<file path="src/rtl/leg_pkg.sv">
package leg_pkg;

  // Default widths of the envelope arithmetic.
  localparam int LENGTH_BITS_DEFAULT   = 16;
  localparam int FRACTION_BITS_DEFAULT = 23;

  // Configuration port.
  localparam int CFG_INDEX_W = 3;
  localparam int CFG_DATA_W  = 16;
  localparam int LEVEL_W     = 16;

  // Configuration register indexes.
  localparam logic [CFG_INDEX_W-1:0] REG_MODE          = 3'd0;
  localparam logic [CFG_INDEX_W-1:0] REG_TOTAL_LENGTH  = 3'd1;
  localparam logic [CFG_INDEX_W-1:0] REG_ATTACK_LENGTH = 3'd2;
  localparam logic [CFG_INDEX_W-1:0] REG_RELEASE_LENGTH = 3'd3;
  localparam logic [CFG_INDEX_W-1:0] REG_START_AMP     = 3'd4;

  // Q1.15 unity level.
  localparam logic [LEVEL_W-1:0] LEVEL_ONE = 16'h8000;

  // Register reset values.
  localparam logic [CFG_DATA_W-1:0] TOTAL_LENGTH_RESET   = 16'd64;
  localparam logic [CFG_DATA_W-1:0] ATTACK_LENGTH_RESET  = 16'd16;
  localparam logic [CFG_DATA_W-1:0] RELEASE_LENGTH_RESET = 16'd16;
  localparam logic [CFG_DATA_W-1:0] START_AMP_RESET      = 16'h8000;

  typedef enum logic [1:0] {
    MODE_FULL     = 2'd0,
    MODE_ATTACK   = 2'd1,
    MODE_LONG_REL = 2'd2,
    MODE_REL_ONLY = 2'd3
  } leg_mode_e;

  typedef enum logic [2:0] {
    ST_IDLE,
    ST_TICK_WAIT,
    ST_RAMP_GO,
    ST_RAMP_WAIT,
    ST_REL_GO,
    ST_REL_WAIT,
    ST_FIRST_OUT
  } leg_state_e;

  // Commands from the controller to the datapath.
  typedef struct packed {
    logic latch;       // capture the registers and start a new envelope
    logic div_start;   // launch the step division
    logic sel_rel;     // divide for the release step of full mode
    logic store_ramp;  // keep the quotient as the ramp step
    logic store_rel;   // keep the quotient as the release step
    logic emit;        // produce one sample into the output register
  } leg_cmd_t;

  // Status from the datapath to the controller.
  typedef struct packed {
    logic cfg_error;
    logic full_mode;
    logic div_done;
  } leg_status_t;

endpackage

</file>
<file path="src/rtl/leg_divider.sv">
module leg_divider import leg_pkg::*; #(
  parameter int LENGTH_BITS   = LENGTH_BITS_DEFAULT,
  parameter int FRACTION_BITS = FRACTION_BITS_DEFAULT
) (
  input  logic                     clk_i,
  input  logic                     rst_ni,
  input  logic                     start_i,
  input  logic [FRACTION_BITS:0]   dividend_i,
  input  logic [LENGTH_BITS-1:0]   divisor_i,
  output logic                     done_o,
  output logic [FRACTION_BITS:0]   quotient_o
);

  localparam int QW    = FRACTION_BITS + 1;
  localparam int CNT_W = $clog2(QW);

  logic                   busy_q, busy_d;
  logic                   done_q, done_d;
  logic [CNT_W-1:0]       cnt_q, cnt_d;
  logic [LENGTH_BITS-1:0] rem_q, rem_d;
  logic [LENGTH_BITS-1:0] den_q;
  logic [QW-1:0]          quo_q, quo_d;
  logic [LENGTH_BITS:0]   rem_shift;
  logic [LENGTH_BITS:0]   rem_diff;
  logic                   fits;

  // One quotient bit per cycle, restoring division.
  always_comb begin
    rem_shift = {rem_q, quo_q[QW-1]};
    rem_diff  = rem_shift - {1'b0, den_q};
    fits      = rem_shift >= {1'b0, den_q};
    busy_d    = busy_q;
    done_d    = 1'b0;
    cnt_d     = cnt_q;
    rem_d     = rem_q;
    quo_d     = quo_q;
    if (start_i) begin
      busy_d = 1'b1;
      cnt_d  = '0;
      rem_d  = '0;
      quo_d  = dividend_i;
    end else if (busy_q) begin
      rem_d = fits ? rem_diff[LENGTH_BITS-1:0] : rem_shift[LENGTH_BITS-1:0];
      quo_d = {quo_q[QW-2:0], fits};
      cnt_d = cnt_q + CNT_W'(1);
      if (cnt_q == CNT_W'(QW - 1)) begin
        busy_d = 1'b0;
        done_d = 1'b1;
      end
    end
  end

  always_ff @(posedge clk_i or negedge rst_ni) begin
    if (!rst_ni) begin
      busy_q <= 1'b0;
      done_q <= 1'b0;
      cnt_q  <= '0;
    end else begin
      busy_q <= busy_d;
      done_q <= done_d;
      cnt_q  <= cnt_d;
    end
  end

  always_ff @(posedge clk_i) begin
    rem_q <= rem_d;
    quo_q <= quo_d;
    if (start_i) begin
      den_q <= divisor_i;
    end
  end

  assign done_o     = done_q;
  assign quotient_o = quo_q;

endmodule

</file>
<file path="src/rtl/leg_datapath.sv">
module leg_datapath import leg_pkg::*; #(
  parameter int LENGTH_BITS   = LENGTH_BITS_DEFAULT,
  parameter int FRACTION_BITS = FRACTION_BITS_DEFAULT
) (
  input  logic                   clk_i,
  input  logic                   rst_ni,
  input  logic                   cfg_we_i,
  input  logic [CFG_INDEX_W-1:0] cfg_index_i,
  input  logic [CFG_DATA_W-1:0]  cfg_data_i,
  input  leg_cmd_t               cmd_i,
  output leg_status_t            status_o,
  output logic [LEVEL_W-1:0]     level_o,
  output logic                   last_o,
  output logic                   config_error_o
);

  localparam int LW    = LENGTH_BITS;
  localparam int LW1   = LENGTH_BITS + 1;
  localparam int ACC_W = FRACTION_BITS + 1;
  localparam int SH    = FRACTION_BITS - 15;
  localparam logic [ACC_W-1:0] ONE = ACC_W'(1) << FRACTION_BITS;

  typedef enum logic [1:0] {
    KIND_HOLD,
    KIND_UP,
    KIND_DOWN
  } kind_e;

  // Programmable registers.
  leg_mode_e             mode_q;
  logic [CFG_DATA_W-1:0] total_q, attack_q, release_q, amp_q;

  // Values latched at restart.
  leg_mode_e         lt_mode_q;
  logic [LW-1:0]     lt_total_q, lt_attack_q, lt_release_q, env_len_q;
  logic [ACC_W-1:0]  lt_amp_q;

  // Envelope state.
  logic              finished_q;
  logic              err_flag_q;
  logic [LEVEL_W-1:0] held_q;
  logic [LW-1:0]     idx_q;
  logic [ACC_W-1:0]  acc_q, ramp_q, rel_q;

  // Output register.
  logic [LEVEL_W-1:0] level_q;
  logic               last_q;
  logic               cerr_q;

  logic [LW-1:0]     t_raw, a_raw, r_raw, env_d;
  logic              err_d;
  logic [CFG_DATA_W-1:0] amp_sat;
  logic [ACC_W-1:0]  amp_d;

  logic [ACC_W-1:0]  div_num;
  logic [LW-1:0]     div_den;
  logic              div_done;
  logic [ACC_W-1:0]  div_quo;

  kind_e             kind;
  logic              init;
  logic              use_rel;
  logic [ACC_W-1:0]  init_val, cval, acc_in, step, acc_next, val;
  logic [ACC_W:0]    sum;
  logic [LW-1:0]     knee, rel_j;
  logic [ACC_W-1:0]  rel_amp;
  logic              in_shape;
  logic [LW1-1:0]    idx_p1, idx_p2, rel_j_p2;
  logic [LEVEL_W-1:0] lvl;
  logic              last_now;

  always_ff @(posedge clk_i or negedge rst_ni) begin
    if (!rst_ni) begin
      mode_q    <= MODE_FULL;
      total_q   <= TOTAL_LENGTH_RESET;
      attack_q  <= ATTACK_LENGTH_RESET;
      release_q <= RELEASE_LENGTH_RESET;
      amp_q     <= START_AMP_RESET;
    end else if (cfg_we_i) begin
      case (cfg_index_i)
        REG_MODE:           mode_q    <= leg_mode_e'(cfg_data_i[1:0]);
        REG_TOTAL_LENGTH:   total_q   <= cfg_data_i;
        REG_ATTACK_LENGTH:  attack_q  <= cfg_data_i;
        REG_RELEASE_LENGTH: release_q <= cfg_data_i;
        REG_START_AMP:      amp_q     <= cfg_data_i;
        default: ;
      endcase
    end
  end

  // Length check and envelope length for the programmed mode.
  always_comb begin
    t_raw   = LW'(total_q);
    a_raw   = LW'(attack_q);
    r_raw   = LW'(release_q);
    amp_sat = (amp_q > LEVEL_ONE) ? LEVEL_ONE : amp_q;
    amp_d   = ACC_W'(amp_sat) << SH;
    case (mode_q)
      MODE_FULL: begin
        err_d = (a_raw < LW'(3)) || (r_raw < LW'(3)) ||
                (LW1'(t_raw) < (LW1'(a_raw) + LW1'(r_raw)));
        env_d = t_raw;
      end
      MODE_ATTACK: begin
        err_d = a_raw < LW'(5);
        env_d = a_raw;
      end
      MODE_LONG_REL: begin
        err_d = (r_raw < LW'(5)) || (t_raw < r_raw);
        env_d = t_raw;
      end
      default: begin
        err_d = r_raw < LW'(5);
        env_d = r_raw;
      end
    endcase
  end

  always_ff @(posedge clk_i) begin
    if (cmd_i.latch) begin
      lt_mode_q    <= mode_q;
      lt_total_q   <= t_raw;
      lt_attack_q  <= a_raw;
      lt_release_q <= r_raw;
      lt_amp_q     <= amp_d;
      env_len_q    <= env_d;
    end
  end

  // Ramps span each segment minus its held samples: two in full mode, four otherwise.
  always_comb begin
    div_num = (lt_mode_q == MODE_REL_ONLY) ? lt_amp_q : ONE;
    case (lt_mode_q)
      MODE_FULL:   div_den = cmd_i.sel_rel ? lt_release_q - LW'(2) : lt_attack_q - LW'(2);
      MODE_ATTACK: div_den = lt_attack_q - LW'(4);
      default:     div_den = lt_release_q - LW'(4);
    endcase
  end

  leg_divider #(
    .LENGTH_BITS   (LENGTH_BITS),
    .FRACTION_BITS (FRACTION_BITS)
  ) u_divider (
    .clk_i      (clk_i),
    .rst_ni     (rst_ni),
    .start_i    (cmd_i.div_start),
    .dividend_i (div_num),
    .divisor_i  (div_den),
    .done_o     (div_done),
    .quotient_o (div_quo)
  );

  // Segment decode and ramp arithmetic for the current sample.
  always_comb begin
    idx_p1   = LW1'(idx_q) + LW1'(1);
    idx_p2   = LW1'(idx_q) + LW1'(2);
    knee     = lt_total_q - lt_release_q;
    rel_j    = (lt_mode_q == MODE_LONG_REL) ? idx_q - knee : idx_q;
    rel_j_p2 = LW1'(rel_j) + LW1'(2);
    rel_amp  = (lt_mode_q == MODE_LONG_REL) ? ONE : lt_amp_q;
    kind     = KIND_HOLD;
    init     = 1'b0;
    init_val = '0;
    cval     = '0;
    use_rel  = 1'b0;
    in_shape = 1'b0;
    case (lt_mode_q)
      MODE_FULL: begin
        if (idx_q < LW'(2)) begin
          cval = '0;
        end else if (idx_q < lt_attack_q) begin
          kind = KIND_UP;
          init = idx_q == LW'(2);
        end else if (idx_q < knee) begin
          cval = ONE;
        end else if (idx_p2 < LW1'(lt_total_q)) begin
          kind     = KIND_DOWN;
          init     = idx_q == knee;
          init_val = ONE;
          use_rel  = 1'b1;
        end
      end
      MODE_ATTACK: begin
        if (idx_q < LW'(2)) begin
          cval = '0;
        end else if (idx_p2 < LW1'(lt_attack_q)) begin
          kind = KIND_UP;
          init = idx_q == LW'(2);
        end else begin
          cval = ONE;
        end
      end
      MODE_LONG_REL: begin
        if (idx_q < knee) begin
          cval = ONE;
        end else begin
          in_shape = 1'b1;
        end
      end
      default: begin
        in_shape = 1'b1;
      end
    endcase
    // Release shape: two samples at the start level, a falling ramp, two zeros.
    if (in_shape) begin
      if (rel_j < LW'(2)) begin
        cval = rel_amp;
      end else if (rel_j_p2 < LW1'(lt_release_q)) begin
        kind     = KIND_DOWN;
        init     = rel_j == LW'(2);
        init_val = rel_amp;
      end
    end

    acc_in = init ? init_val : acc_q;
    step   = use_rel ? rel_q : ramp_q;
    sum    = {1'b0, acc_in} + {1'b0, step};
    case (kind)
      KIND_UP: begin
        val      = acc_in;
        acc_next = (sum > {1'b0, ONE}) ? ONE : sum[ACC_W-1:0];
      end
      KIND_DOWN: begin
        acc_next = (acc_in > step) ? acc_in - step : '0;
        val      = acc_next;
      end
      default: begin
        val      = cval;
        acc_next = acc_q;
      end
    endcase
    lvl      = val[FRACTION_BITS -: LEVEL_W];
    last_now = idx_p1 >= LW1'(env_len_q);
  end

  always_ff @(posedge clk_i or negedge rst_ni) begin
    if (!rst_ni) begin
      finished_q <= 1'b1;
      err_flag_q <= 1'b0;
      held_q     <= '0;
      idx_q      <= '0;
      acc_q      <= '0;
      ramp_q     <= '0;
      rel_q      <= '0;
    end else begin
      if (cmd_i.latch) begin
        finished_q <= err_d;
        err_flag_q <= err_d;
        held_q     <= '0;
        idx_q      <= '0;
        acc_q      <= '0;
        ramp_q     <= '0;
        rel_q      <= '0;
      end
      if (cmd_i.store_ramp) begin
        ramp_q <= div_quo;
      end
      if (cmd_i.store_rel) begin
        rel_q <= div_quo;
      end
      if (cmd_i.emit && !finished_q) begin
        acc_q <= acc_next;
        if (last_now) begin
          finished_q <= 1'b1;
          held_q     <= lvl;
        end else begin
          idx_q <= idx_q + LW'(1);
        end
      end
    end
  end

  always_ff @(posedge clk_i) begin
    if (cmd_i.emit) begin
      if (finished_q) begin
        level_q <= held_q;
        last_q  <= 1'b1;
        cerr_q  <= err_flag_q;
      end else begin
        level_q <= lvl;
        last_q  <= last_now;
        cerr_q  <= 1'b0;
      end
    end
  end

  assign status_o.cfg_error = err_flag_q;
  assign status_o.full_mode = lt_mode_q == MODE_FULL;
  assign status_o.div_done  = div_done;
  assign level_o            = level_q;
  assign last_o             = last_q;
  assign config_error_o     = cerr_q;

  // A rejected configuration leaves the envelope finished until the next restart.
  a_err_finished: assert property (@(posedge clk_i) disable iff (!rst_ni)
    err_flag_q |-> finished_q)
    else $error("error flag set on a running envelope");

  // The accumulator never rises above unity.
  a_acc_bound: assert property (@(posedge clk_i) disable iff (!rst_ni)
    acc_q <= ONE)
    else $error("ramp accumulator above one");

  // Once finished, every sample repeats the held level.
  a_hold_repeat: assert property (@(posedge clk_i) disable iff (!rst_ni)
    cmd_i.emit && finished_q |=> level_q == $past(held_q) && last_q)
    else $error("finished envelope did not repeat its final level");

  // A running envelope never reports a configuration error.
  a_run_no_err: assert property (@(posedge clk_i) disable iff (!rst_ni)
    cmd_i.emit && !finished_q |=> !cerr_q)
    else $error("error reported on a running sample");

endmodule

</file>
<file path="src/rtl/leg_ctrl.sv">
module leg_ctrl import leg_pkg::*; (
  input  logic        clk_i,
  input  logic        rst_ni,
  input  logic        in_valid_i,
  input  logic        restart_i,
  input  logic        out_stall_i,
  input  leg_status_t status_i,
  output logic        in_stall_o,
  output logic        out_valid_o,
  output leg_cmd_t    cmd_o
);

  leg_state_e state_q, state_d;
  logic       out_valid_q, out_valid_d;
  logic       out_free;

  assign out_free = !out_valid_q || !out_stall_i;

  always_comb begin
    state_d = state_q;
    cmd_o   = '0;
    case (state_q)
      ST_IDLE: begin
        if (in_valid_i) begin
          if (restart_i) begin
            cmd_o.latch = 1'b1;
            state_d     = ST_RAMP_GO;
          end else if (out_free) begin
            cmd_o.emit = 1'b1;
          end else begin
            state_d = ST_TICK_WAIT;
          end
        end
      end
      ST_TICK_WAIT: begin
        if (out_free) begin
          cmd_o.emit = 1'b1;
          state_d    = ST_IDLE;
        end
      end
      ST_RAMP_GO: begin
        if (status_i.cfg_error) begin
          state_d = ST_FIRST_OUT;
        end else begin
          cmd_o.div_start = 1'b1;
          state_d         = ST_RAMP_WAIT;
        end
      end
      ST_RAMP_WAIT: begin
        if (status_i.div_done) begin
          cmd_o.store_ramp = 1'b1;
          state_d = status_i.full_mode ? ST_REL_GO : ST_FIRST_OUT;
        end
      end
      ST_REL_GO: begin
        cmd_o.div_start = 1'b1;
        cmd_o.sel_rel   = 1'b1;
        state_d         = ST_REL_WAIT;
      end
      ST_REL_WAIT: begin
        if (status_i.div_done) begin
          cmd_o.store_rel = 1'b1;
          state_d         = ST_FIRST_OUT;
        end
      end
      ST_FIRST_OUT: begin
        if (out_free) begin
          cmd_o.emit = 1'b1;
          state_d    = ST_IDLE;
        end
      end
      default: begin
        state_d = ST_IDLE;
      end
    endcase
    out_valid_d = cmd_o.emit ? 1'b1 : (out_valid_q && out_stall_i);
  end

  always_ff @(posedge clk_i or negedge rst_ni) begin
    if (!rst_ni) begin
      state_q     <= ST_IDLE;
      out_valid_q <= 1'b0;
    end else begin
      state_q     <= state_d;
      out_valid_q <= out_valid_d;
    end
  end

  assign in_stall_o  = state_q != ST_IDLE;
  assign out_valid_o = out_valid_q;

endmodule

</file>
<file path="src/rtl/linear_envelope_generator_unit.sv">
// Linear attack/release envelope generator.
// Each input transaction on the in_* channel is one tick and yields exactly one
// output transaction on the out_* channel carrying level_o (Q1.15), last_o and
// config_error_o. restart_i = 1 captures the configuration registers, checks
// the lengths against the mode and starts a new envelope at sample zero.
// Registers are written on the cfg_* channel, which is always ready; writes
// take effect at the next restart.
// A plain tick is accepted every cycle while the output is not stalled, and its
// sample is written into the output register. A restart goes through an
// iterative divider that produces one quotient bit per cycle, for the ramp
// step and, in full mode, the release step (two step divisions); a rejected
// configuration skips them. in_stall_o is high while a restart is in progress.
// When the receiver stalls, the output register holds its transaction and one
// further tick is still taken; the next one is then stalled until the output
// drains. After reset the generator is finished: ticks give level 0, last 1.
module linear_envelope_generator_unit import leg_pkg::*; #(
  parameter int LENGTH_BITS   = LENGTH_BITS_DEFAULT,
  parameter int FRACTION_BITS = FRACTION_BITS_DEFAULT
) (
  input  logic                   clk_i,
  input  logic                   rst_ni,
  // Configuration write channel.
  input  logic                   cfg_valid_i,
  output logic                   cfg_ready_o,
  input  logic [CFG_INDEX_W-1:0] cfg_index_i,
  input  logic [CFG_DATA_W-1:0]  cfg_data_i,
  // Tick channel.
  input  logic                   in_valid_i,
  output logic                   in_stall_o,
  input  logic                   restart_i,
  // Sample channel.
  output logic                   out_valid_o,
  input  logic                   out_stall_i,
  output logic [LEVEL_W-1:0]     level_o,
  output logic                   last_o,
  output logic                   config_error_o
);

  leg_cmd_t    cmd;
  leg_status_t status;

  // Registers only matter at restart, so writes are never held off.
  assign cfg_ready_o = 1'b1;

  leg_ctrl u_ctrl (
    .clk_i       (clk_i),
    .rst_ni      (rst_ni),
    .in_valid_i  (in_valid_i),
    .restart_i   (restart_i),
    .out_stall_i (out_stall_i),
    .status_i    (status),
    .in_stall_o  (in_stall_o),
    .out_valid_o (out_valid_o),
    .cmd_o       (cmd)
  );

  leg_datapath #(
    .LENGTH_BITS   (LENGTH_BITS),
    .FRACTION_BITS (FRACTION_BITS)
  ) u_datapath (
    .clk_i          (clk_i),
    .rst_ni         (rst_ni),
    .cfg_we_i       (cfg_valid_i && cfg_ready_o),
    .cfg_index_i    (cfg_index_i),
    .cfg_data_i     (cfg_data_i),
    .cmd_i          (cmd),
    .status_o       (status),
    .level_o        (level_o),
    .last_o         (last_o),
    .config_error_o (config_error_o)
  );

endmodule
</file>
<file path="config.mk">
export PLATFORM = sky130hd
export DESIGN_NAME = linear_envelope_generator_unit
export DESIGN_NICKNAME = d
export VERILOG_FILES = /design/src/rtl/leg_pkg.sv /design/src/rtl/leg_divider.sv /design/src/rtl/leg_datapath.sv /design/src/rtl/leg_ctrl.sv /design/src/rtl/linear_envelope_generator_unit.sv
export SDC_FILE = /design/constraint.sdc
export NUM_CORES = 1
export LEC_CHECK = 0
export BUFFER_PORTS_ARGS = -buffer_cell sky130_fd_sc_hd__buf_2
export CORE_UTILIZATION = 65
export DETAILED_ROUTE_END_ITERATION = 8
export GPL_TIMING_DRIVEN = 0
export PLACE_DENSITY = 0.85
export SYNTH_ARGS = -nofsm -noshare
export SYNTH_HDL_FRONTEND = slang
export SYNTH_SLANG_ARGS = --single-unit
</file>
<file path="constraint.sdc">
create_clock -name clk_i -period 12.4 [get_ports clk_i]
set_clock_uncertainty 0.1 [all_clocks]
set_input_delay 3.1 -clock clk_i [delete_from_list [all_inputs] [get_ports clk_i]]
set_output_delay 3.1 -clock clk_i [all_outputs]
set_load 0.01 [all_outputs]
</file>
==> out/results.ini <==
[layout]
fillCellCount = 2827
mostFrequentLayoutCell = nand2_1
final_util_pct = 72.0
syn2layout_area_growth_pct = 9.20
final_cell_mix = nand2_1 (342), ha_1 (226), inv_1 (211)
drive_gt1_share_pct = 8.64
nets = 3146

[critical_path]
start_kind = flip-flop
end_kind = flip-flop
crit_type = reg -> reg
cp.required_ps = 12800
cp.arrival_ps = 12150
r2r_slack_ps = 650
r2r-start = u_datapath.lt_total_q[0]$_DFFE_PP_
slowest_delay_ps = 660
rr_worst_depth = 45
crit_path_max_fanout = 10
crit_slowest_cell = or4_1
r2r-end = u_datapath.acc_q[2]$_DFFE_PN0P_

[cts]
cts_sinks = 339
tritoncts.num_buffers = 38
clock_latency_ps = 580
clock_path_buffers = 3
clk_root_buffer_cell = clkbuf_16
htreeDepth = 2
cts_tree = yes
path_clk_slew_ps = 60

[floorplan]
die_w_um = 197
placementRows = 71
core_area_um2 = 37600
die_area_um2 = 38900
design.portCount = 46
start_util_pct = 66.0
die_h_um = 197

[worst_hold_path]
holdPathEnd = u_datapath.acc_q[10]$_DFFE_PN0P_
hp-start = u_datapath.acc_q[10]$_DFFE_PN0P_
worstHoldPathCells = 2
min_path_type = reg -> reg

[routing]
wl_um = 78800
ant_nets = 0
via_per_inst = 6.59
dr.pass1.iters = 6
num_vias = 22617
drt_iter0_drc = 2489
wl_per_cell_um = 23.0
remaining_drc_errors = 0

[yosys]
synth.top_cell.area_share_pct = 18.0
synthDistinctLibCells = 93
avgSynthCellArea_um2 = 8.84
syn_nets = 3061
synth_seq_cells = 339
netlist_area_um2 = 24800
synth.largest_area_cell = dfrtp_1
synth.yosys.seq_area_share_pct = 36.7
yosysWarnings = 0
async_flop_share_pct = 54.0
ys.flop_type = dfrtp_1
synth_edf_count = 140
yosys-top-cells-area = dfrtp_1 (18%), edfxtp_1 (17%), ha_1 (11%), nand2_1 (5.2%), a21oi_1 (4.2%)
syn_inst = 2804

[power]
p_sw_share_pct = 44.8
finalPower_mw = 6.35
seqPwrFrac_pct = 28.6
p_int_mw = 3.51
powerDensity_nw_per_um2 = 235
power_leakage_nw = 11.8
p_sw_mw = 2.85
vdd_ir_drop_max_uv = 192
combPwrFrac_pct = 52.3
clkPwrFrac_pct = 19.1

[global_routing]
met1_usage_pct = 54.3
grt_pass1_vias = 21594
use_met2_pct = 61.8
grt_pass1_wl_um = 121000
gr-max-usage-layer = met2
antenna_found_initial = 2
track_usage_pct = 40.6
grtUsageMet3_pct = 9.92
grt_max_degree = 125
overflow = 0

[placed_design]
routabilityCongestion = 1.04
port_buffers = 42
dp_hpwl_um = 59700

[flow_run]
cap_violations = 0

[sta]
fmax_mhz = 85.1
tightestPinTransition_ps = 1430
layout_min_cycle_time_ps = 11750
rsz0062_at_grt = false
hold_viol = 0
slew_violations = 0
fin_crit_sh_pct = 94.7
relSlewSlack_pct = 4.22
setup_violations = 0
setup-tns-final_ps = 0

[run_status]
status = complete, no violations

critical path, delay by kind of cell (launching register included):
kind,cells,cell delay (ps)
compound gates,21,4370
flops,1,480
simple gates,11,3940
fa+ha+maj,5,1410
buf+inv,5,790
xor+xnor,3,540
flip-flops by register name, indices dropped and copies added (netlist names), 3 cells and up:
signal	flops
u_datapath.u_divider.den_q	16
u_datapath.idx_q	16
u_datapath.rel_q	24
u_datapath.t_raw	16
u_datapath.level_o	16
u_datapath.lt_release_q	16
u_datapath.r_raw	16
u_datapath.a_raw	16
u_datapath.lt_total_q	16
u_datapath.lt_amp_q	16
u_datapath.held_q	16
u_datapath.u_divider.rem_q	16
u_datapath.acc_q	24
u_datapath.env_len_q	16
u_datapath.amp_q	16
u_datapath.u_divider.cnt_q	5
u_datapath.u_divider.quotient_o	24
u_ctrl.state_q	3
u_datapath.lt_attack_q	16
u_datapath.ramp_q	24
worst max path at each step:
stage,startpoint,slack [ps],end,cells past startpoint
6_report,u_datapath.lt_total_q[0]$_DFFE_PP_,650,u_datapath.acc_q[2]$_DFFE_PN0P_,45
4_1_cts,u_datapath.lt_total_q[0]$_DFFE_PP_,300,u_datapath.acc_q[4]$_DFFE_PN0P_,48
3_5_place_dp,u_datapath.lt_total_q[0]$_DFFE_PP_,370,u_datapath.acc_q[4]$_DFFE_PN0P_,48
2_1_floorplan,u_datapath.lt_total_q[0]$_DFFE_PP_,2630,u_datapath.acc_q[2]$_DFFE_PN0P_,44
5_1_grt,u_datapath.lt_release_q[1]$_DFFE_PP_,20,u_datapath.acc_q[2]$_DFFE_PN0P_,48
3_3_place_gp,u_datapath.lt_total_q[0]$_DFFE_PP_,500,u_datapath.acc_q[4]$_DFFE_PN0P_,48
layout make-up:
type | instances | area, um^2 | share of cell area, %
inverters | 212 | 796 | 2.94
repair buffers | 46 | 287 | 1.06
clock inverters | 20 | 258 | 0.952
plain buffers | 142 | 563 | 2.08
flip-flops and latches | 339 | 9110 | 33.7
multi-input cells | 2110 | 14400 | 53.0
well taps | 511 | 639 | 2.36
diodes | 1 | 2.50 | 0.00924
clock buffers | 49 | 1060 | 3.93
synth_stat cells (all sizes together), types with 14 or more instances:
cell	instances
a22o	15
buf	22
dfrtp	178
nand2b	24
o21ai	209
nand4	41
edfxtp	140
and2	27
dfxtp	16
clkbuf	121
o31ai	19
o221ai	21
nor3	46
mux2i	30
or3	17
a31oi	33
and3	21
xor2	51
nand3	86
o211ai	14
o21a	26
ha	226
mux2	91
a21o	38
inv	212
nand2	342
nor2	172
o21bai	20
nor4	21
xnor2	92
nor2b	47
a211oi	17
a21oi	215
stage by stage:
step                      hold WS, ps  setup WS (ps)  std cells  area [um^2]
after detailed placement          359            372       3360        25700
after global routing              393           19.0       3429        27100
final                             372            654       3430        27100
after global placement            347            497       3357        25600
after CTS                         371            300       3429        27000
after floorplan                   332           2630       2804        24800
what timing repair did:
item	in CTS	in global routing
hold buffers	0	0
setup endpoints to repair	0	47
resized for setup	0	8
buffers inserted	0	1
cell families (layout without fill, tap and decap cells):
group           Yosys count  in the layout  synth area share (%)
simple gates            885            885                  16.8
compound gates          728            728                  18.7
buf+inv                 355            469                  5.47
flops                   339            339                  36.7
fa+ha+maj               232            232                  11.9
xor+xnor                143            143                  5.05
mux                     121            121                  5.34
other cells               1              2                0.0151
power by group through the flow:
stage                     Sequential (mW)  Clock (mW)  Combinational, mW
after CTS                            1.80        1.21               3.23
final                                1.81        1.21               3.32
after detailed placement             1.81           0               3.19
after global routing                 1.84        1.25               3.65
after floorplan                      1.72           0               2.37
after global placement               1.80           0               3.08
layer usage:
layer  part of all wire (%)  wire (um)
met2                     44      34600
met4                    4.7       3690
met5                  0.043         34
met1                     40      31900
met3                     11       8660
(Power assumes the default switching activity.)
